**src/rtl/osf_pkg.sv**
```systemverilog
package osf_pkg;

   // Default size of the value universe; values run from 0 to UNIVERSE_DEF-1.
   localparam int UNIVERSE_DEF = 1024;

   // Fixed field widths of the request and response channels.
   localparam int OPERAND_W = 11;
   localparam int ANSWER_W  = 11;

   typedef logic [OPERAND_W-1:0] operand_type;
   typedef logic [ANSWER_W-1:0]  answer_type;

   // Command codes carried on the request channel.
   typedef enum logic [1:0] {
      CMD_INSERT = 2'd0,
      CMD_DELETE = 2'd1,
      CMD_KTH    = 2'd2,
      CMD_COUNT  = 2'd3
   } cmd_type;

   // Operation select of the shared adder.
   typedef enum logic {
      ALU_ADD = 1'b0,
      ALU_SUB = 1'b1
   } alu_op_type;

   // Port enables of the count store.
   typedef struct packed {
      logic rd_en;
      logic wr_en;
   } ram_ctl_type;

endpackage

```
**src/rtl/osf_alu.sv**
```systemverilog
module osf_alu #(
   parameter int WIDTH = $clog2(osf_pkg::UNIVERSE_DEF + 1)
) (
   input  osf_pkg::alu_op_type op,
   input  logic [WIDTH-1:0]    a,
   input  logic [WIDTH-1:0]    b,
   output logic [WIDTH-1:0]    result,
   output logic                carry_out
);

   logic [WIDTH:0] full;

   // One adder shared by prefix sums, node updates and rank compares.
   // On a subtract the top bit is the borrow.
   always_comb begin
      case (op)
         osf_pkg::ALU_ADD: full = {1'b0, a} + {1'b0, b};
         osf_pkg::ALU_SUB: full = {1'b0, a} - {1'b0, b};
         default:          full = '0;
      endcase
   end

   assign result    = full[WIDTH-1:0];
   assign carry_out = full[WIDTH];

endmodule

```
**config.mk**
```make
export PLATFORM = sky130hd
export DESIGN_NAME = osf_alu
export DESIGN_NICKNAME = d
export VERILOG_FILES = /design/src/rtl/osf_pkg.sv /design/src/rtl/osf_alu.sv
export SDC_FILE = /design/constraint.sdc
export NUM_CORES = 1
export LEC_CHECK = 0
export BUFFER_PORTS_ARGS = -buffer_cell sky130_fd_sc_hd__buf_4
export CAP_MARGIN = 25
export CORE_MARGIN = 2
export CORE_UTILIZATION = 40
export DETAILED_ROUTE_END_ITERATION = 8
export GPL_ROUTABILITY_DRIVEN = 0
export GPL_TIMING_DRIVEN = 0
export PLACE_DENSITY_LB_ADDON = 0.08
export SYNTH_ARGS = -nofsm -noshare
export SYNTH_HDL_FRONTEND = slang
export SYNTH_SLANG_ARGS = --single-unit
```
**constraint.sdc**
```tcl
create_clock -name vclk -period 3.35
set_input_delay 0.1675 -clock vclk [all_inputs]
set_output_delay 0.1675 -clock vclk [all_outputs]
set_load 0.005 [all_outputs]
```
Word-level counts from Yosys, hierarchy flattened

Cells that the tools add are included.
W data, S select, Z words.

Bitwise logic cells: 1
Multiplexer cells: 1
Add/sub/neg operators: 2

Operators by type and width:

| operator         | count |
|---|---|
| $pmux W12 S2     | 1 |
| $add A11 B11 Y12 | 1 |
| $sub A11 B11 Y12 | 1 |
| $not A1 Y1       | 1 |

Flip-flop bits (word level): 0
Bits of input ports: 23
Output and inout port bits: 12
Word-level logic and storage cells: 4

Depth between registers and ports, before layout

Gate-level depths: netlist of run 1.

Depth in word-level cells: 2
Depth in mapped cells: 12
Mapped depth without buffers: 12

Worst setup path after synthesis of run 1

OpenSTA, ideal clock, no wires.

Path kind: input to output
Start: input port b[0]
End: output port result[10]
Required time: 3.182 ns
Path slack: 0.909 ns
Stages: 12
Data arrival time: 2.273 ns
Path buffers: 0
Path through: inv_1 ha_1 nand2b_1 nor4_1 a21oi_1 xnor2_1 ha_1 nand4_1 nor3_1 or4_1 a21oi_2 xnor2_1

Cells in the longest elaborated chain, start to end: 2
Elaborated cells between the ends (all ways): 3
Classes of those cells: add/sub (2); mux (1)

RTL lines:

| element                                                     | line                         | source |
|---|---|---|
| start, declared                                             | osf_alu.sv:6                 | `input logic [WIDTH-1:0] b,` |
| $sub A11 B11 Y12 / $add A11 B11 Y12 (equally long branches) | osf_alu.sv:18, osf_alu.sv:17 |  |
| $pmux W12 S2 (*)                                            | osf_alu.sv:16                | `case (op)` |
| end, declared                                               | osf_alu.sv:7                 | `output logic [WIDTH-1:0] result,` |

Every way passes the cells marked *; elsewhere a longest branch is shown, timed or not.

Final worst setup path of run 1

Start: input port b[0]
End: output port carry_out

Cells in the longest elaborated chain, start to end: 2
Elaborated cells between the ends (all ways): 3
Classes of those cells: add/sub (2); mux (1)

RTL lines:

| element                                                     | line                         | source |
|---|---|---|
| $sub A11 B11 Y12 / $add A11 B11 Y12 (equally long branches) | osf_alu.sv:18, osf_alu.sv:17 |  |
| $pmux W12 S2 (*)                                            | osf_alu.sv:16                |  |
| end, declared                                               | osf_alu.sv:8                 | `output logic carry_out` |

Marks and branches as above.

==> run summary, run 1 <==
Result of the run: finished clean
Cell area after synthesis: 703 µm²
Number of design rule violations left after detail routing: 0
Global-route track usage on met3: 0.00397
CP arrival: 2740 ps
Routed wire length per instance: 11.0 µm
Residual overflow from global routing: 0
Number of port buffers: 35
Cell type group with the largest total delay on the critical path: compound AO/OA/AOI/OAI gates
Power per unit of standard cell area: 260 nW/µm²
Worst Max-Slew Pin Slew: 465 ps
Seq/Total Area, Yosys: 0
Post-cts sizing count: 0
Synthesized area per cell: 6.96 µm²
Post-Syn Instances: 101
Number of clock buffers in the layout: 0
CP max stage cell: sky130_fd_sc_hd__a2111oi_0
Smallest hold slack: 685 ps
Leakage power summed over all cells: 0.000468 µW
Met1 Resource Use GR: 0.226
Global-route track usage on met2: 0.297
Total GRT Usage: 0.164
Most common library cell in the layout ignoring fill and taps: sky130_fd_sc_hd__buf_4
Minimum clock period after layout: 2910 ps
Synth warn: 0
Via total after detailed routing: 811
Stages on worst setup path: 14
Register area: 0 µm²
Number of routed nets with antenna violations: 0
Post-layout util: 0.584
Placement Rows: 15
Final HPWL from detailed placement: 1490 µm
Most used cells in the layout excluding fill and tap cells: sky130_fd_sc_hd__buf_4, sky130_fd_sc_hd__nor2_1, sky130_fd_sc_hd__xnor2_1
RSZ-0062 raised after global routing: no
Number of pins with negative max-slew slack in the final report: 0
Post-route clock period utilization: 0.868
Total of endpoints with negative setup slack in the final report: 0
F_max: 344 MHz
Number of antenna violations at the first check in global routing: 0
Synth-to-Final Area Change: 40.4%
Iteration-0 DRC count of the detailed router: 10
Critical Path Max Stage Delay: 430 ps
Worst Path Max Fanout: 6
Net total in the final layout: 174
Total number of sequential cells: 0
Final Total Pwr: 256 µW
Non-Filler Instances: 153
Die outline width: 45.9 µm
Number of top-level pins: 35
Die Footprint: 2110 µm²
Final wirelength: 1680 µm
Hold Fails Final Rpt: 0
Element type at the critical path end: output pin
Effective utilization at floorplan: 0.416
Crit path capture: carry_out
Synthesized netlist net count: 137
# Post-CTS Setup Buffers: 0
1st-pass router iterations: 4
Setup TNS Final: 0 ps
Maximum number of pins on one net before global-route repair: 11
CP cell instances: buf_4 -> inv_1 -> ha_1 -> nand2b_1 -> nor4_1 -> nor2_1 -> xnor2_1 -> ha_1 -> a2111oi_0 -> a21oi_1 -> o21ai_0 -> o21ai_0 -> xnor2_1 -> buf_4
Via count of the first global-routing pass: 680
Height of the die: 45.9 µm
Required time worst endpoint: 3180 ps
Worst path bufs/invs: 3
Max rail drop VDD: 0.000113 V
Peak-usage layer in the global routing report: met2
Core box area: 1690 µm²
Post-Place Cells: 153
Path type of the worst min-delay path: primary input to output pin
CP startpoint: b[0]
CP Launch Type: primary input
Category of the critical setup timing path: primary input to output pin
Max cap viols: 0
Max-Slew Margin vs Limit: 0.687
Diodes inserted: 0
Mean number of vias per cell: 5.30
Number of buffers added to fix hold violations after cts: 0
First-pass GRT wire length: 2690 µm
Layout cells sized above 1: 0.279
Count of distinct cell types in the synthesized netlist: 30
## metal layers
| layer | vias up | part of all wire |
|---|---|---|
| met4 | 0 | 0 |
| li1 | 433 | - |
| met2 | 18 | 0.49 |
| met1 | 360 | 0.47 |
| met5 | - | 0 |
| met3 | 0 | 0.041 |
## Yosys cell counts (all sizes together)
library cell | instances | area (µm²)
a211oi | 2 | 20.0
nor4 | 3 | 18.8
o21bai | 1 | 7.51
mux2i | 1 | 10.0
clkbuf | 1 | 3.75
xnor2 | 13 | 114
a21o | 3 | 23.8
o41a | 1 | 11.3
nand4 | 2 | 12.5
inv | 7 | 26.3
nand2b | 1 | 6.26
a21oi | 9 | 48.8
nor3 | 3 | 15.0
nand2 | 3 | 11.3
nand3b | 1 | 7.51
nor2b | 2 | 12.5
ha | 12 | 150
o21ai | 6 | 30.0
o31a | 1 | 8.76
nor2 | 18 | 67.6
o21a | 2 | 15.0
fa | 1 | 20.0
nand3 | 1 | 5.00
xor2 | 4 | 35.0
or4 | 1 | 7.51
a2111oi | 1 | 8.76
o22ai | 1 | 6.26
## through the flow
step                cell area [µm²]  worst slack [ps]
finish                          987               442
global route                    987              42.3
CTS                             987               437
detailed placement              987               449
global placement                987               417
floorplan                       703               909
## report_power, final
group | internal, µW | switching (µW)
Sequential | 0 | 0
Combinational | 141 | 115
Clock | 0 | 0
## worst min-delay path by stage
stage,start,endpoint,slack (ps),cells past startpoint
after floorplan,b[0],result[0],470,2
after global placement,b[0],result[0],690,4
after detailed placement,a[1],result[1],700,3
after CTS,a[1],result[1],690,3
after global routing,a[1],result[1],710,3
final,a[1],result[1],690,3
## area by class of cell
class,instances,area (µm²)
fill,171,702
multi-input combinational,93,673
timing repair buffer,35,263
inverter,7,26.3
tap,17,21.3
buffer,1,3.75
## kinds of logic after synthesis
logic type,synth area share
AOI/OAI and AO/OA,0.256
buffers and inverters,0.0427
muxes,0.0142
and+or+nand+nor,0.233
xor gates and xnor gates,0.212
adders and majority gates,0.242
Note: power is estimated with default switching activity, not from simulation.
==> run 2, diff against run 1 <==
--- a/config.mk
+++ b/config.mk
@@ -7,11 +7,9 @@
 export LEC_CHECK = 0
 export BUFFER_PORTS_ARGS = -buffer_cell sky130_fd_sc_hd__buf_4
 export CAP_MARGIN = 25
-export CORE_MARGIN = 2
 export CORE_UTILIZATION = 40
 export DETAILED_ROUTE_END_ITERATION = 8
 export GPL_ROUTABILITY_DRIVEN = 0
-export GPL_TIMING_DRIVEN = 0
 export PLACE_DENSITY_LB_ADDON = 0.08
 export SYNTH_ARGS = -nofsm -noshare
 export SYNTH_HDL_FRONTEND = slang
==> run 2 against run 1 <==
  * Total power shrank 0.38%
  * Core utilization grew 3.9 points
  * Non-clock buffer count shrank 1
  * Critical path depth is the same
  * Sequential share of layout area is the same
  * Sequential cell count is the same
  * Final cell count shrank 1.3%
  * Cell area shrank 0.51%
  * Combinational power is essentially flat
  * Worst setup slack gained 15 ps
  * First-iteration DRC count grew 100%
  * Critical endpoint is now result[10]
  * Largest cell class unchanged
==> run summary, run 2 (synthesis gave the netlist of run 1 again) <==
Total GRT Usage: 0.183 (+0.0193)
Number of buffers added to fix hold violations after cts: 0 (unchanged)
Diodes inserted: 0 (unchanged)
Final wirelength: 1640 µm (-2.0%)
Setup TNS Final: 0 ps (unchanged)
Synth-to-Final Area Change: 39.7%
Worst Path Max Fanout: 6 (unchanged)
Leakage power summed over all cells: 0.000467 µW (-0.25%)
Flop pwr share: 0 (unchanged)
# Post-CTS Setup Buffers: 0 (unchanged)
Max rail drop VDD: 0.000150 V (+32%)
Power spent charging and discharging nets: 114 µW (-0.36%)
Most common library cell in the layout ignoring fill and taps: sky130_fd_sc_hd__buf_4
Hold path endpoint: result[0]
Placement Rows: 14 (-1)
CP max stage cell: sky130_fd_sc_hd__or4_1
Number of design rule violations left after detail routing: 0 (unchanged)
Critical Path Max Stage Delay: 530 ps (+100 ps)
Hold Fails Final Rpt: 0 (unchanged)
Mean number of vias per cell: 5.34 (+0.82%)
Max-Slew Margin vs Limit: 0.678 (-0.00892)
CP Launch Type: primary input
Layout cells sized above 1: 0.281 (+0.00207)
Part of the total power dissipated in combinational logic: 1.000 (about the same)
Element type at the critical path end: output pin
Power per unit of standard cell area: 260 nW/µm² (+0.13%)
Result of the run: finished clean
F_max: 346 MHz (+0.52%)
Most used cells in the layout excluding fill and tap cells: sky130_fd_sc_hd__buf_4, sky130_fd_sc_hd__nor2_1, sky130_fd_sc_hd__xnor2_1
Die Footprint: 1930 µm² (-8.5%)
Cell depth of the worst min-delay path: 4 (+1)
Final HPWL from detailed placement: 1450 µm (-2.4%)
Number of port buffers: 35 (unchanged)
Via total after detailed routing: 807 (-0.49%)
Iteration-0 DRC count of the detailed router: 20 (+10)
Maximum number of pins on one net before global-route repair: 12 (+1)
Internal power component: 141 µW (-0.39%)
Core box area: 1580 µm² (-6.7%)
Routed wire length per instance: 10.9 µm (-0.73%)
RSZ-0062 raised after global routing: no
Number of clock buffers in the layout: 0 (unchanged)
Via count of the first global-routing pass: 691 (+1.6%)
Worst Max-Slew Pin Slew: 479 ps (+13.9 ps)
First-pass GRT wire length: 2800 µm (+4.1%)
Residual overflow from global routing: 0 (unchanged)
Effective utilization at floorplan: 0.446 (+0.0297)
Net total in the final layout: 173 (-0.57%)
Max cap viols: 0 (unchanged)
CP cell instances: buf_4 -> inv_1 -> ha_1 -> nand2b_1 -> nor4_1 -> a21oi_1 -> xnor2_1 -> ha_1 -> nand4_1 -> nor3_1 -> or4_1 -> a21oi_2 -> xnor2_1 -> buf_4
Number of routed nets with antenna violations: 0 (unchanged)
Number of antenna violations at the first check in global routing: 0 (unchanged)
Die outline width: 43.9 µm (-4.4%)
Category of the critical setup timing path: primary input to output pin
Sw Share: 0.448 (about the same)
Total number of sequential cells: 0 (unchanged)
Number of top-level pins: 35 (unchanged)
Height of the die: 43.9 µm (-4.4%)
Total of endpoints with negative setup slack in the final report: 0 (unchanged)
Required time worst endpoint: 3180 ps (about the same)
Path type of the worst min-delay path: primary input to output pin
Final WS setup: 457 ps (+15.1 ps)
CP arrival: 2730 ps (about the same)
1st-pass router iterations: 6 (+2)
Post-route clock period utilization: 0.863 (-0.00451)
Setup slack after placement: 432 ps (-17.1 ps)
Clock network power share: 0 (unchanged)
Number of pins with negative max-slew slack in the final report: 0 (unchanged)
Minimum clock period after layout: 2890 ps (-15.1 ps)
Origin of the worst min-delay path: b[0]
Register area: 0 µm² (unchanged)
Post-cts sizing count: 0 (unchanged)
==> run 2: cell types whose count changed in the layout (fill, tap and decap cells not counted) <==
cell,before,now
sky130_fd_sc_hd__clkbuf_1,1,0
==> run 2: layout make-up <==
type	count	area, µm²
Tap cell	16	20.0
Multi-Input combinational cell	93	673
Fill cell	165	594
Timing Repair Buffer	35	263
Inverter	7	26.3
==> run 2: worst max-delay path: cells and delay by family <==
kind	cells	cell delay [ps]
AOI/OAI and AO/OA	2	310
xor gates and xnor gates	2	280
adders and majority gates	2	500
buffers and inverters	3	290
and+or+nand+nor	5	1150
==> run 2: how the worst max path moves through the flow <==
stage               slack (ps)    endpoint  from
floorplan                  910  result[10]  b[0]
global placement           470  result[10]  b[0]
detailed placement         430  result[10]  b[0]
CTS                        430  result[10]  b[0]
global route               230   carry_out  b[0]
finish                     460  result[10]  b[0]
==> run 2: routing by layer <==
| metal | GRT usage | wire length, µm |
|---|---|---|
| met1 | 0.257 | 779 |
| met2 | 0.334 | 778 |
| met3 | 0 | 84 |
| met4 | 0 | 0 |
| met5 | 0 | 0 |
==> run 2: metrics by stage <==
stage | total power, µW | util | instances | cell area, µm² | hold WS (ps)
2_1_floorplan | 149 | - | 101 | 703 | 466
3_3_place_gp | 255 | 0.623 | 151 | 982 | 688
3_5_place_dp | 257 | 0.623 | 151 | 982 | 690
4_1_cts | 258 | 0.623 | 151 | 982 | 689
5_1_grt | 286 | 0.623 | 151 | 982 | 700
6_report | 255 | 0.623 | 151 | 982 | 688
==> run 2: power by group through the flow <==
stage          clock, µW  combinational (µW)  sequential (µW)
2_1_floorplan          0                 149                0
3_3_place_gp           0                 255                0
3_5_place_dp           0                 257                0
4_1_cts                0                 258                0
5_1_grt                0                 286                0
6_report               0                 255                0
