--- src/rtl/osf_pkg.sv ---
package osf_pkg;

   // Default size of the value universe; values run from 0 to UNIVERSE_DEF-1.
   localparam int UNIVERSE_DEF = 1024;

   // Fixed field widths of the request and response channels.
   localparam int OPERAND_W = 11;
   localparam int ANSWER_W  = 11;

   typedef logic [OPERAND_W-1:0] operand_type;
   typedef logic [ANSWER_W-1:0]  answer_type;

   // Command codes carried on the request channel.
   typedef enum logic [1:0] {
      CMD_INSERT = 2'd0,
      CMD_DELETE = 2'd1,
      CMD_KTH    = 2'd2,
      CMD_COUNT  = 2'd3
   } cmd_type;

   // Operation select of the shared adder.
   typedef enum logic {
      ALU_ADD = 1'b0,
      ALU_SUB = 1'b1
   } alu_op_type;

   // Port enables of the count store.
   typedef struct packed {
      logic rd_en;
      logic wr_en;
   } ram_ctl_type;

endpackage

--- src/rtl/osf_ctrl.sv ---
module osf_ctrl #(
   parameter int UNIVERSE = osf_pkg::UNIVERSE_DEF
) (
   input  logic                                 clock,
   input  logic                                 reset,
   input  logic                                 req_valid,
   output logic                                 req_stall,
   input  osf_pkg::cmd_type                     req_command,
   input  osf_pkg::operand_type                 req_operand,
   output logic                                 rsp_valid,
   input  logic                                 rsp_stall,
   output osf_pkg::answer_type                  rsp_answer,
   output logic                                 rsp_invalid,
   output osf_pkg::ram_ctl_type                 ram_ctl,
   output logic [$clog2(UNIVERSE)-1:0]          ram_wr_addr,
   output logic [$clog2(UNIVERSE+1)-1:0]        ram_wr_data,
   output logic [$clog2(UNIVERSE)-1:0]          ram_rd_addr,
   input  logic [$clog2(UNIVERSE+1)-1:0]        ram_rd_data,
   output osf_pkg::alu_op_type                  alu_op,
   output logic [$clog2(UNIVERSE+1)-1:0]        alu_a,
   output logic [$clog2(UNIVERSE+1)-1:0]        alu_b,
   input  logic [$clog2(UNIVERSE+1)-1:0]        alu_result,
   input  logic                                 alu_carry
);

   localparam int AW = $clog2(UNIVERSE);
   localparam int CW = $clog2(UNIVERSE + 1);
   // Tree positions need one more bit: an update walk steps past UNIVERSE.
   localparam int PW = CW + 1;
   localparam int WW = (PW > osf_pkg::OPERAND_W + 1) ? PW : osf_pkg::OPERAND_W + 1;
   localparam int TOP_STEP = 2 ** (CW - 1);

   typedef logic [AW-1:0] addr_type;
   typedef logic [CW-1:0] cnt_type;
   typedef logic [PW-1:0] pos_type;
   typedef logic [WW-1:0] wide_type;

   typedef enum logic [2:0] {
      ST_CLEAR,
      ST_IDLE,
      ST_SUM,
      ST_UPD,
      ST_KREAD,
      ST_KCMP,
      ST_RESP
   } state_type;

   typedef enum logic [1:0] {
      PH_HI,
      PH_LO,
      PH_TOTAL,
      PH_COUNT
   } phase_type;

   state_type            state_ff, state_in;
   phase_type            phase_ff, phase_in;
   osf_pkg::cmd_type     cmd_ff, cmd_in;
   osf_pkg::operand_type opd_ff, opd_in;
   pos_type              p_ff, p_in;
   logic                 pend_ff, pend_in;
   cnt_type              acc_ff, acc_in;
   cnt_type              hi_ff, hi_in;
   addr_type             wa_ff, wa_in;
   pos_type              step_ff, step_in;
   pos_type              pos_ff, pos_in;
   cnt_type              rem_ff, rem_in;
   addr_type             clr_ff, clr_in;
   osf_pkg::answer_type  res_ans_ff, res_ans_in;
   logic                 res_inv_ff, res_inv_in;
   logic                 rsp_valid_ff, rsp_valid_in;
   osf_pkg::answer_type  rsp_answer_ff, rsp_answer_in;
   logic                 rsp_invalid_ff, rsp_invalid_in;

   wide_type opd_wide;
   wide_type req_wide;
   wide_type universe_wide;
   pos_type  lowbit;
   logic     p_nz;
   logic     p_in_range;
   pos_type  nxt;
   logic     nxt_ok;
   logic     present;
   logic     need_update;
   logic     kth_take;

   // Position arithmetic of the tree walks.
   assign opd_wide      = wide_type'(opd_ff);
   assign req_wide      = wide_type'(req_operand);
   assign universe_wide = wide_type'(UNIVERSE);
   assign lowbit        = p_ff & (~p_ff + pos_type'(1));
   assign p_nz          = (p_ff != '0);
   assign p_in_range    = p_nz && (p_ff <= pos_type'(UNIVERSE));
   assign nxt           = pos_ff + step_ff;
   assign nxt_ok        = (nxt <= pos_type'(UNIVERSE));

   // Membership follows from the two prefix sums around the value.
   assign present     = (hi_ff != acc_ff);
   assign need_update = (cmd_ff == osf_pkg::CMD_INSERT) ? !present : present;

   // The node count is below the remaining rank when the subtract neither
   // borrows nor lands on zero.
   assign kth_take = !alu_carry && (alu_result != '0);

   // Shared adder operands for each walk.
   always_comb begin
      alu_op = osf_pkg::ALU_ADD;
      alu_a  = acc_ff;
      alu_b  = ram_rd_data;
      case (state_ff)
         ST_UPD: begin
            alu_op = (cmd_ff == osf_pkg::CMD_INSERT) ? osf_pkg::ALU_ADD : osf_pkg::ALU_SUB;
            alu_a  = ram_rd_data;
            alu_b  = cnt_type'(1);
         end
         ST_KCMP: begin
            alu_op = osf_pkg::ALU_SUB;
            alu_a  = rem_ff;
            alu_b  = ram_rd_data;
         end
         default: begin
            alu_op = osf_pkg::ALU_ADD;
            alu_a  = acc_ff;
            alu_b  = ram_rd_data;
         end
      endcase
   end

   // Sequencer: next state, walk registers and store accesses.
   always_comb begin
      state_in       = state_ff;
      phase_in       = phase_ff;
      cmd_in         = cmd_ff;
      opd_in         = opd_ff;
      p_in           = p_ff;
      pend_in        = 1'b0;
      acc_in         = acc_ff;
      hi_in          = hi_ff;
      wa_in          = wa_ff;
      step_in        = step_ff;
      pos_in         = pos_ff;
      rem_in         = rem_ff;
      clr_in         = clr_ff;
      res_ans_in     = res_ans_ff;
      res_inv_in     = res_inv_ff;
      rsp_valid_in   = rsp_valid_ff;
      rsp_answer_in  = rsp_answer_ff;
      rsp_invalid_in = rsp_invalid_ff;
      ram_ctl        = '0;
      ram_rd_addr    = addr_type'(p_ff - pos_type'(1));
      ram_wr_addr    = wa_ff;
      ram_wr_data    = alu_result;

      // The output register empties on a transfer.
      if (rsp_valid_ff && !rsp_stall) begin
         rsp_valid_in = 1'b0;
      end

      case (state_ff)
         ST_CLEAR: begin
            ram_ctl.wr_en = 1'b1;
            ram_wr_addr   = clr_ff;
            ram_wr_data   = '0;
            clr_in        = clr_ff + addr_type'(1);
            if (clr_ff == addr_type'(UNIVERSE - 1)) begin
               state_in = ST_IDLE;
            end
         end

         ST_IDLE: begin
            if (req_valid) begin
               cmd_in = req_command;
               opd_in = req_operand;
               acc_in = '0;
               case (req_command)
                  osf_pkg::CMD_INSERT, osf_pkg::CMD_DELETE: begin
                     // Out-of-universe values are dropped here.
                     if (req_wide < universe_wide) begin
                        p_in     = pos_type'(req_wide + wide_type'(1));
                        phase_in = PH_HI;
                        state_in = ST_SUM;
                     end
                  end
                  osf_pkg::CMD_KTH: begin
                     p_in     = pos_type'(UNIVERSE);
                     phase_in = PH_TOTAL;
                     state_in = ST_SUM;
                  end
                  osf_pkg::CMD_COUNT: begin
                     p_in     = (req_wide < universe_wide) ? pos_type'(req_wide)
                                                           : pos_type'(UNIVERSE);
                     phase_in = PH_COUNT;
                     state_in = ST_SUM;
                  end
                  default: begin
                     state_in = ST_IDLE;
                  end
               endcase
            end
         end

         ST_SUM: begin
            // Reads are issued back to back; each one is added in the cycle after it is issued.
            if (pend_ff) begin
               acc_in = alu_result;
            end
            if (p_nz) begin
               ram_ctl.rd_en = 1'b1;
               p_in          = p_ff - lowbit;
               pend_in       = 1'b1;
            end else if (!pend_ff) begin
               case (phase_ff)
                  PH_HI: begin
                     hi_in    = acc_ff;
                     acc_in   = '0;
                     p_in     = pos_type'(opd_wide);
                     phase_in = PH_LO;
                  end
                  PH_LO: begin
                     if (need_update) begin
                        p_in     = pos_type'(opd_wide + wide_type'(1));
                        state_in = ST_UPD;
                     end else begin
                        state_in = ST_IDLE;
                     end
                  end
                  PH_TOTAL: begin
                     if (opd_wide == '0 || opd_wide > wide_type'(acc_ff)) begin
                        res_ans_in = '0;
                        res_inv_in = 1'b1;
                        state_in   = ST_RESP;
                     end else begin
                        step_in  = pos_type'(TOP_STEP);
                        pos_in   = '0;
                        rem_in   = cnt_type'(opd_ff);
                        state_in = ST_KREAD;
                     end
                  end
                  PH_COUNT: begin
                     res_ans_in = osf_pkg::answer_type'(acc_ff);
                     res_inv_in = 1'b0;
                     state_in   = ST_RESP;
                  end
                  default: begin
                     state_in = ST_IDLE;
                  end
               endcase
            end
         end

         ST_UPD: begin
            // Write back the previous node while reading the next one.
            if (pend_ff) begin
               ram_ctl.wr_en = 1'b1;
            end
            if (p_in_range) begin
               ram_ctl.rd_en = 1'b1;
               wa_in         = addr_type'(p_ff - pos_type'(1));
               p_in          = p_ff + lowbit;
               pend_in       = 1'b1;
            end else if (!pend_ff) begin
               state_in = ST_IDLE;
            end
         end

         ST_KREAD: begin
            if (step_ff == '0) begin
               res_ans_in = osf_pkg::answer_type'(pos_ff);
               res_inv_in = 1'b0;
               state_in   = ST_RESP;
            end else if (nxt_ok) begin
               ram_ctl.rd_en = 1'b1;
               ram_rd_addr   = addr_type'(nxt - pos_type'(1));
               state_in      = ST_KCMP;
            end else begin
               step_in = step_ff >> 1;
            end
         end

         ST_KCMP: begin
            if (kth_take) begin
               pos_in = nxt;
               rem_in = alu_result;
            end
            step_in  = step_ff >> 1;
            state_in = ST_KREAD;
         end

         ST_RESP: begin
            if (!rsp_valid_ff || !rsp_stall) begin
               rsp_valid_in   = 1'b1;
               rsp_answer_in  = res_ans_ff;
               rsp_invalid_in = res_inv_ff;
               state_in       = ST_IDLE;
            end
         end

         default: begin
            state_in = ST_IDLE;
         end
      endcase
   end

   // State and registered outputs.
   always_ff @(posedge clock) begin
      if (reset) begin
         state_ff     <= ST_CLEAR;
         clr_ff       <= '0;
         pend_ff      <= 1'b0;
         rsp_valid_ff <= 1'b0;
      end else begin
         state_ff     <= state_in;
         clr_ff       <= clr_in;
         pend_ff      <= pend_in;
         rsp_valid_ff <= rsp_valid_in;
      end
      phase_ff       <= phase_in;
      cmd_ff         <= cmd_in;
      opd_ff         <= opd_in;
      p_ff           <= p_in;
      acc_ff         <= acc_in;
      hi_ff          <= hi_in;
      wa_ff          <= wa_in;
      step_ff        <= step_in;
      pos_ff         <= pos_in;
      rem_ff         <= rem_in;
      res_ans_ff     <= res_ans_in;
      res_inv_ff     <= res_inv_in;
      rsp_answer_ff  <= rsp_answer_in;
      rsp_invalid_ff <= rsp_invalid_in;
   end

   assign req_stall   = (state_ff != ST_IDLE);
   assign rsp_valid   = rsp_valid_ff;
   assign rsp_answer  = rsp_answer_ff;
   assign rsp_invalid = rsp_invalid_ff;

`ifndef ASSERT_OFF
   a_rw_distinct: assert property (@(posedge clock) disable iff (reset)
      (ram_ctl.rd_en && ram_ctl.wr_en) |-> (ram_rd_addr != ram_wr_addr))
      else $error("Read and write of the same tree node in one cycle.");

   a_sum_bound: assert property (@(posedge clock) disable iff (reset)
      (state_ff == ST_SUM) |-> (acc_ff <= cnt_type'(UNIVERSE)))
      else $error("Prefix sum exceeds the universe size.");

   a_kth_step: assert property (@(posedge clock) disable iff (reset)
      (state_ff == ST_KCMP) |-> (step_ff != '0 && nxt_ok))
      else $error("Rank compare without a valid tree node.");

   a_invalid_zero: assert property (@(posedge clock) disable iff (reset)
      (rsp_valid_ff && rsp_invalid_ff) |-> (rsp_answer_ff == '0))
      else $error("Invalid result carries a nonzero answer.");

   a_resp_load: assert property (@(posedge clock) disable iff (reset)
      (state_ff == ST_RESP && !(rsp_valid_ff && rsp_stall))
      |=> (rsp_valid_ff && state_ff == ST_IDLE))
      else $error("Finished result was not loaded into the output register.");
`endif

endmodule

--- config.mk ---
export PLATFORM = sky130hd
export DESIGN_NAME = osf_ctrl
export DESIGN_NICKNAME = d
export VERILOG_FILES = /design/src/rtl/osf_pkg.sv /design/src/rtl/osf_ctrl.sv
export SDC_FILE = /design/constraint.sdc
export NUM_CORES = 1
export LEC_CHECK = 0
export ABC_AREA = 1
export BUFFER_PORTS_ARGS = -buffer_cell sky130_fd_sc_hd__buf_4
export CAP_MARGIN = 40
export CORE_AREA = 2 2 141 143
export CTS_CLUSTER_SIZE = 16
export DETAILED_ROUTE_END_ITERATION = 6
export DIE_AREA = 0 0 143 145
export PLACE_DENSITY = 0.67
export SLEW_MARGIN = 20
export SYNTH_ARGS = -nofsm -noshare
export SYNTH_HDL_FRONTEND = slang
export SYNTH_SLANG_ARGS = --single-unit
export TNS_END_PERCENT = 50
--- constraint.sdc ---
create_clock -name clock -period 3.4 [get_ports clock]
set_clock_uncertainty 0.15 [all_clocks]
set_input_delay 0.34 -clock clock [delete_from_list [all_inputs] [get_ports clock]]
set_output_delay 0.34 -clock clock [all_outputs]
set_load 0.02 [all_outputs]
# Yosys cells after proc, flatten, opt, wreduce, memory -nomap -nowiden
# Cells that the tools add are included.
[op_classes]
muxes = 90
n_lt_le_gt_ge = 4
n_reduce_logical = 35
add_sub_neg = 9
bitwise = 4
eq_ne = 38
[op_table]
columns = ["op", "count"]
rows = [
  ["12-bit two-way mux", 17],
  ["11-bit two-way mux", 17],
  ["11-bit one-hot mux with 2 select lines", 5],
  ["12-bit one-hot mux with 3 select lines", 3],
  ["12-bit one-hot mux with 2 select lines", 2],
  ["10-bit two-way mux", 4],
  ["3-bit two-way mux", 10],
  ["2-bit != test (second input constant)", 13],
  ["11-bit by 1-bit adder with 12-bit output (second input constant)", 2],
  ["12-bit adder", 2],
  ["12-bit by 11-bit less-or-equal comparator with 1-bit output (second input constant)", 2],
  ["12-bit zero test", 2],
  ["3-bit one-hot mux with 7 select lines", 1],
  ["10-bit by 1-bit subtractor with 10-bit output (second input constant)", 2],
  ["6-bit AND reduction", 3],
  ["1-bit two-way mux", 14],
  ["2-bit two-way mux", 7],
  ["7-bit AND reduction", 2],
  ["12-bit by 1-bit adder with 12-bit output (second input constant)", 1],
  ["12-bit bitwise AND", 1],
  ["3-bit != test (second input constant)", 4],
  ["12-bit inverter", 1],
  ["12-bit nonzero test", 1],
  ["12-bit subtractor", 1],
  ["34 further kinds", 63],
]
[word_totals]
output_inout_bits = 70
regBits = 133
inputBits = 40
elab_cells = 198

# Depth between registers and ports, before layout
[depth]
word_depth = 8
mapped_depth = 18
mapped_depth_nobuf = 18

# Least setup slack after synthesis
# OpenSTA, ideal clock, no wires.
[synth_timing]
kind = "register to register"
from = "register p_ff[0]"
to = "register pos_ff[0] (enable)"
path_stages_with_launch = 12
n_path_buf = 0
setup_ns = 0.403
path_slack_ns = -0.020
required_ns = 2.847
arrival_time_ns = 2.867
synth_period_minus_slack_ns = 3.420
cell_sequence = "edfxtp_1 > inv_1 > ha_1 > inv_1 > nor2_4 > nand2_4 > inv_4 > nand4_4 > o21ai_4 > inv_2 > or2_1 > nor2_1"
[synth_via]
elab_chain_cells = 3
[synth_lines]
columns = ["element", "line", "rtl"]
rows = [
  ["start: declaration", "osf_ctrl.sv:59", "pos_type p_ff, p_in;"],
  ["start signal: assignment", "osf_ctrl.sv:319", "p_ff <= p_in;"],
  ["12-bit nonzero test", "osf_ctrl.sv:91", "assign p_nz = (p_ff != '0);"],
  ["2-bit != test (no source line)", "-", ""],
  ["6-bit AND reduction (no source line)", "-", ""],
  ["end signal: assignment", "osf_ctrl.sv:324", "pos_ff <= pos_in;"],
  ["end: declaration", "osf_ctrl.sv:65", "pos_type pos_ff, pos_in;"],
]
# No other way between the ends.
# A chain may end at the register's enable or synchronous reset.

# Worst setup path after layout
[layout_timing]
from = "register pos_ff[0]"
to = "output port ram_rd_addr[9]"
[layout_via]
elab_chain_cells = 5
word_cells_on_any_way = 6
classes_between = "add/sub: 2; order compare: 1; mux: 3"
[layout_lines]
columns = ["element", "line", "rtl"]
rows = [
  ["12-bit adder *", "osf_ctrl.sv:93", "assign nxt = pos_ff + step_ff;"],
  ["10-bit by 1-bit subtractor with 10-bit output or 12-bit by 11-bit less-or-equal comparator with 1-bit output (tied branches)", "osf_ctrl.sv:272, osf_ctrl.sv:94", ""],
  ["10-bit two-way mux *", "osf_ctrl.sv:270", "end else if (nxt_ok) begin"],
  ["10-bit two-way mux *", "osf_ctrl.sv:266", "if (step_ff == '0) begin"],
  ["10-bit two-way mux *", "osf_ctrl.sv:158", "case (state_ff)"],
  ["end: declaration", "osf_ctrl.sv:17", "output logic [$clog2(UNIVERSE)-1:0] ram_rd_addr,"],
]
# Mark *: on every way between the ends. The rest lies on a longest branch, timed or not.

==> flow_summary.ini <==
[setup_path]
critPathLaunchType = flip-flop
critPathCapture = ram_rd_addr[9]
end_kind = output pin
path_max_fanout = 4
crit_start = pos_ff[0]
reg2reg_depth = 10
critical_path.cell_chain = ha_2, fa_2, nand2_1, nand2_1, nand3_1, and2_2, nand2_1, nor2_1, nand3_1, nor3_2, xor2_1, nand3_1, nand2_1, buf_4
cpMostUsedCell = nand2_1
regToRegSetupSlack_ns = 0.52
cp.arrival_ns = 2.92
critPathKind = flip-flop to output pin
r2r_start = step_ff[9]
cpMaxStageDelayCell = edfxtp_1
required_ns = 2.91
r2r_end = res_ans_ff[0]
max_stage_delay_ns = 0.39

[synthesis]
synth_area_um2 = 8552
synth_seq_area_share_pct = 44.59
synth.avg_cell_area_um2 = 7.867
ys_warn_count = 0
ys_ff_latch = 132
async_flop_share_pct = 0
ys.flop_type = edfxtp_1
ys_types = 49
synth_nets = 1165
synth_edf_count = 117
synthCells = 1087

[drt]
drtPass1Iterations = 6
drt_wl_total_mm = 25.59
ant_nets = 0
drt-initial-drc-count = 851
wl_per_cell_um = 16.90
detail_route.vias_per_cell = 5.370
route.vias.total = 8130
drc = 0

[final_layout]
drive_above_1_share_pct = 17.53
design_area_um2 = 10660
antenna_cells = 0
layout.nets = 1314
final_util_pct = 55.48
fin_cells = 1514
area_delta_synth_final_pct = 24.59
fill_cells = 1766

[grt]
grt_pass1_wl_mm = 39.36
gr-total-overflow = 0
grt_pass1_vias = 7348
track_usage_pct = 24.75
grt_max_degree = 34
antenna_found_initial = 0

[cts]
clock_path_buffers = 2
htree_num_levels = 4
clock-sinks = 132
clk_latency_ns = 0.44
cts_tree = yes
cts-root-buf = clkbuf_16
numCtsBuffers = 17
clk_pin_slew_worst_paths_ns = 0.06

[job]
max_cap_violations = 0

[power]
leakage_nw = 4.663
max-vdd-ir-drop_mv = 0.4389
power_density_nw_per_um2 = 792.7
p_total_mw = 8.447

[sta]
maxSlewViolCount = 0
setup_violations = 2
slew_headroom_pct = 43.61
hold_viol = 0
grt_setup_unrepaired = yes
worst_slack_ns = -0.01035
fin_crit_sh_pct = 100.3
max_slew.worst_pin.slew_ns = 0.8450
fmax_ghz = 0.2932
fin_crit_ns = 3.410

[worst_hold_path]
hp-start = req_command[1]
hp-class = input pin to flip-flop

[placed_design]
place_inst = 1463
port-buffer-count = 109
place_congestion = 0.9941
dpl_cell_area_um2 = 9793
place_ws_ns = 0.1992
dpl.hpwl_mm = 19.87

[floorplan]
placementRows = 51
dieArea_um2 = 20740
die_w_um = 143
io_pins = 110
die_h_um = 145
start_util_pct = 44.52
core_area_um2 = 19210

[run_status]
status = complete, but fails checks
violations = setup timing
==> state kept, by name, indices dropped and copies added, names as in the netlist, 2 cells and up <==
register / count
state_ff: 3
rem_ff: 11
p_ff: 12
step_ff: 11
cmd_ff: 2
acc_ff: 11
opd_ff: 11
res_ans_ff: 11
rsp_answer: 11
clr_ff: 10
hi_ff: 11
pos_ff: 12
phase_ff: 2
wa_ff: 10
==> critical path, delay by kind of cell, from the launching register on <==
kind / cells / cell delay, ns
AND/OR/NAND/NOR: 10 / 1.20
buffers and inverters: 1 / 0.15
XOR/XNOR: 1 / 0.16
adder cells (fa/ha/maj): 2 / 0.58
flip-flops: 1 / 0.39
==> power breakdown <==
part           internal, mW  switching [mW]  leakage, nW  total [mW]
registers              2.26           0.339         1.20        2.60
clock network         0.962           0.803        0.272        1.76
logic                  1.42            2.66         3.19        4.08
total                  4.65            3.80         4.66        8.45
==> worst min-delay path by stage <==
stage,to,slack (ns),cells after the start
floorplan,rsp_answer[0],0.25,0
global placement,rsp_answer[5],0.25,0
detailed placement,rsp_answer[1],0.25,0
CTS,cmd_ff[1],0.01,1
global route,cmd_ff[1],0.01,1
finish,cmd_ff[1],0.02,1
==> metrics by stage <==
| stage | TNS (ns) | hold WS [ns] |
|---|---|---|
| after floorplan | 0 | 0.2503 |
| after global placement | 0 | 0.2523 |
| after detailed placement | 0 | 0.2545 |
| after CTS | -0.02052 | 0.01284 |
| after global routing | -2.060 | 0.01228 |
| final | -0.01140 | 0.02246 |
==> Yosys cell counts, types with 13 or more instances <==
master,count,area [um2]
a21oi_1,43,215.2
clkbuf_1,16,60.06
dfxtp_1,15,300.3
edfxtp_1,117,3513
ha_1,37,462.9
inv_1,166,623.1
nand2_1,251,942.2
nand3_1,71,355.3
nand4_1,20,125.1
nor2_1,128,480.5
nor3_1,21,105.1
o211ai_1,19,142.6
o21ai_0,65,325.3
o22ai_1,13,81.33
xor2_1,14,122.6
==> repair_timing <==
item,in CTS,in global routing
setup buffers,4,0
gates cloned,2,0
setup endpoints to repair,11,11
hold buffers,13,0
hold endpoints to repair,15,0
resized for setup,19,14
pin swaps,3,3
==> layout by cell type (no fill, tap or decap), types with 3 or more instances in the layout <==
master	count
nor2_2	10
a21oi_1	43
nor2_1	124
nand3_1	67
clkbuf_16	17
inv_2	6
xnor2_1	12
nand3b_1	3
nand2_2	5
nand2_1	247
o2111ai_1	4
o21ai_2	5
nor4_1	5
o21ai_0	62
ha_1	34
inv_1	164
edfxtp_1	117
clkinv_4	3
inv_6	7
o31ai_1	12
nand2_4	4
o21ai_1	3
o211ai_1	19
xor2_1	14
nand4_1	20
o22ai_1	13
buf_4	133
nand3_2	4
dlygate4sd3_1	13
nor3_1	19
inv_8	3
o21bai_1	3
dfxtp_1	15
==> metal layers <==
metal  vias to the layer above  share of wire (%)  global-route usage [%]
li1                       3959                  -                       -
met1                      3709                 43                   35.22
met2                       415                 44                   37.15
met3                        47                9.9                   4.950
met4                         0                2.8                   9.406
met5                         -                  0                       0
==> final cells by class <==
cell class                      instances  area [um2]  area share, %
Sequential cell                       132        3814          35.79
Timing Repair Buffer                  148        1151          10.80
Multi-Input combinational cell        763        4140          38.86
Clock buffer                           17       425.4          3.992
Inverter                              174       660.6          6.200
Clock inverter                         15       132.6          1.245
Tap cell                              265       331.6          3.112
==> cells by family after synthesis <==
kind of cell	after synthesis	synth area share [%]
and+or+nand+nor	520	26.07
buffers and inverters	194	8.647
AOI/OAI and AO/OA	177	12.38
DFF	132	44.59
adders and majority gates	38	5.647
xor gates and xnor gates	26	2.663
No activity file was read; power rests on OpenSTA's default activity.
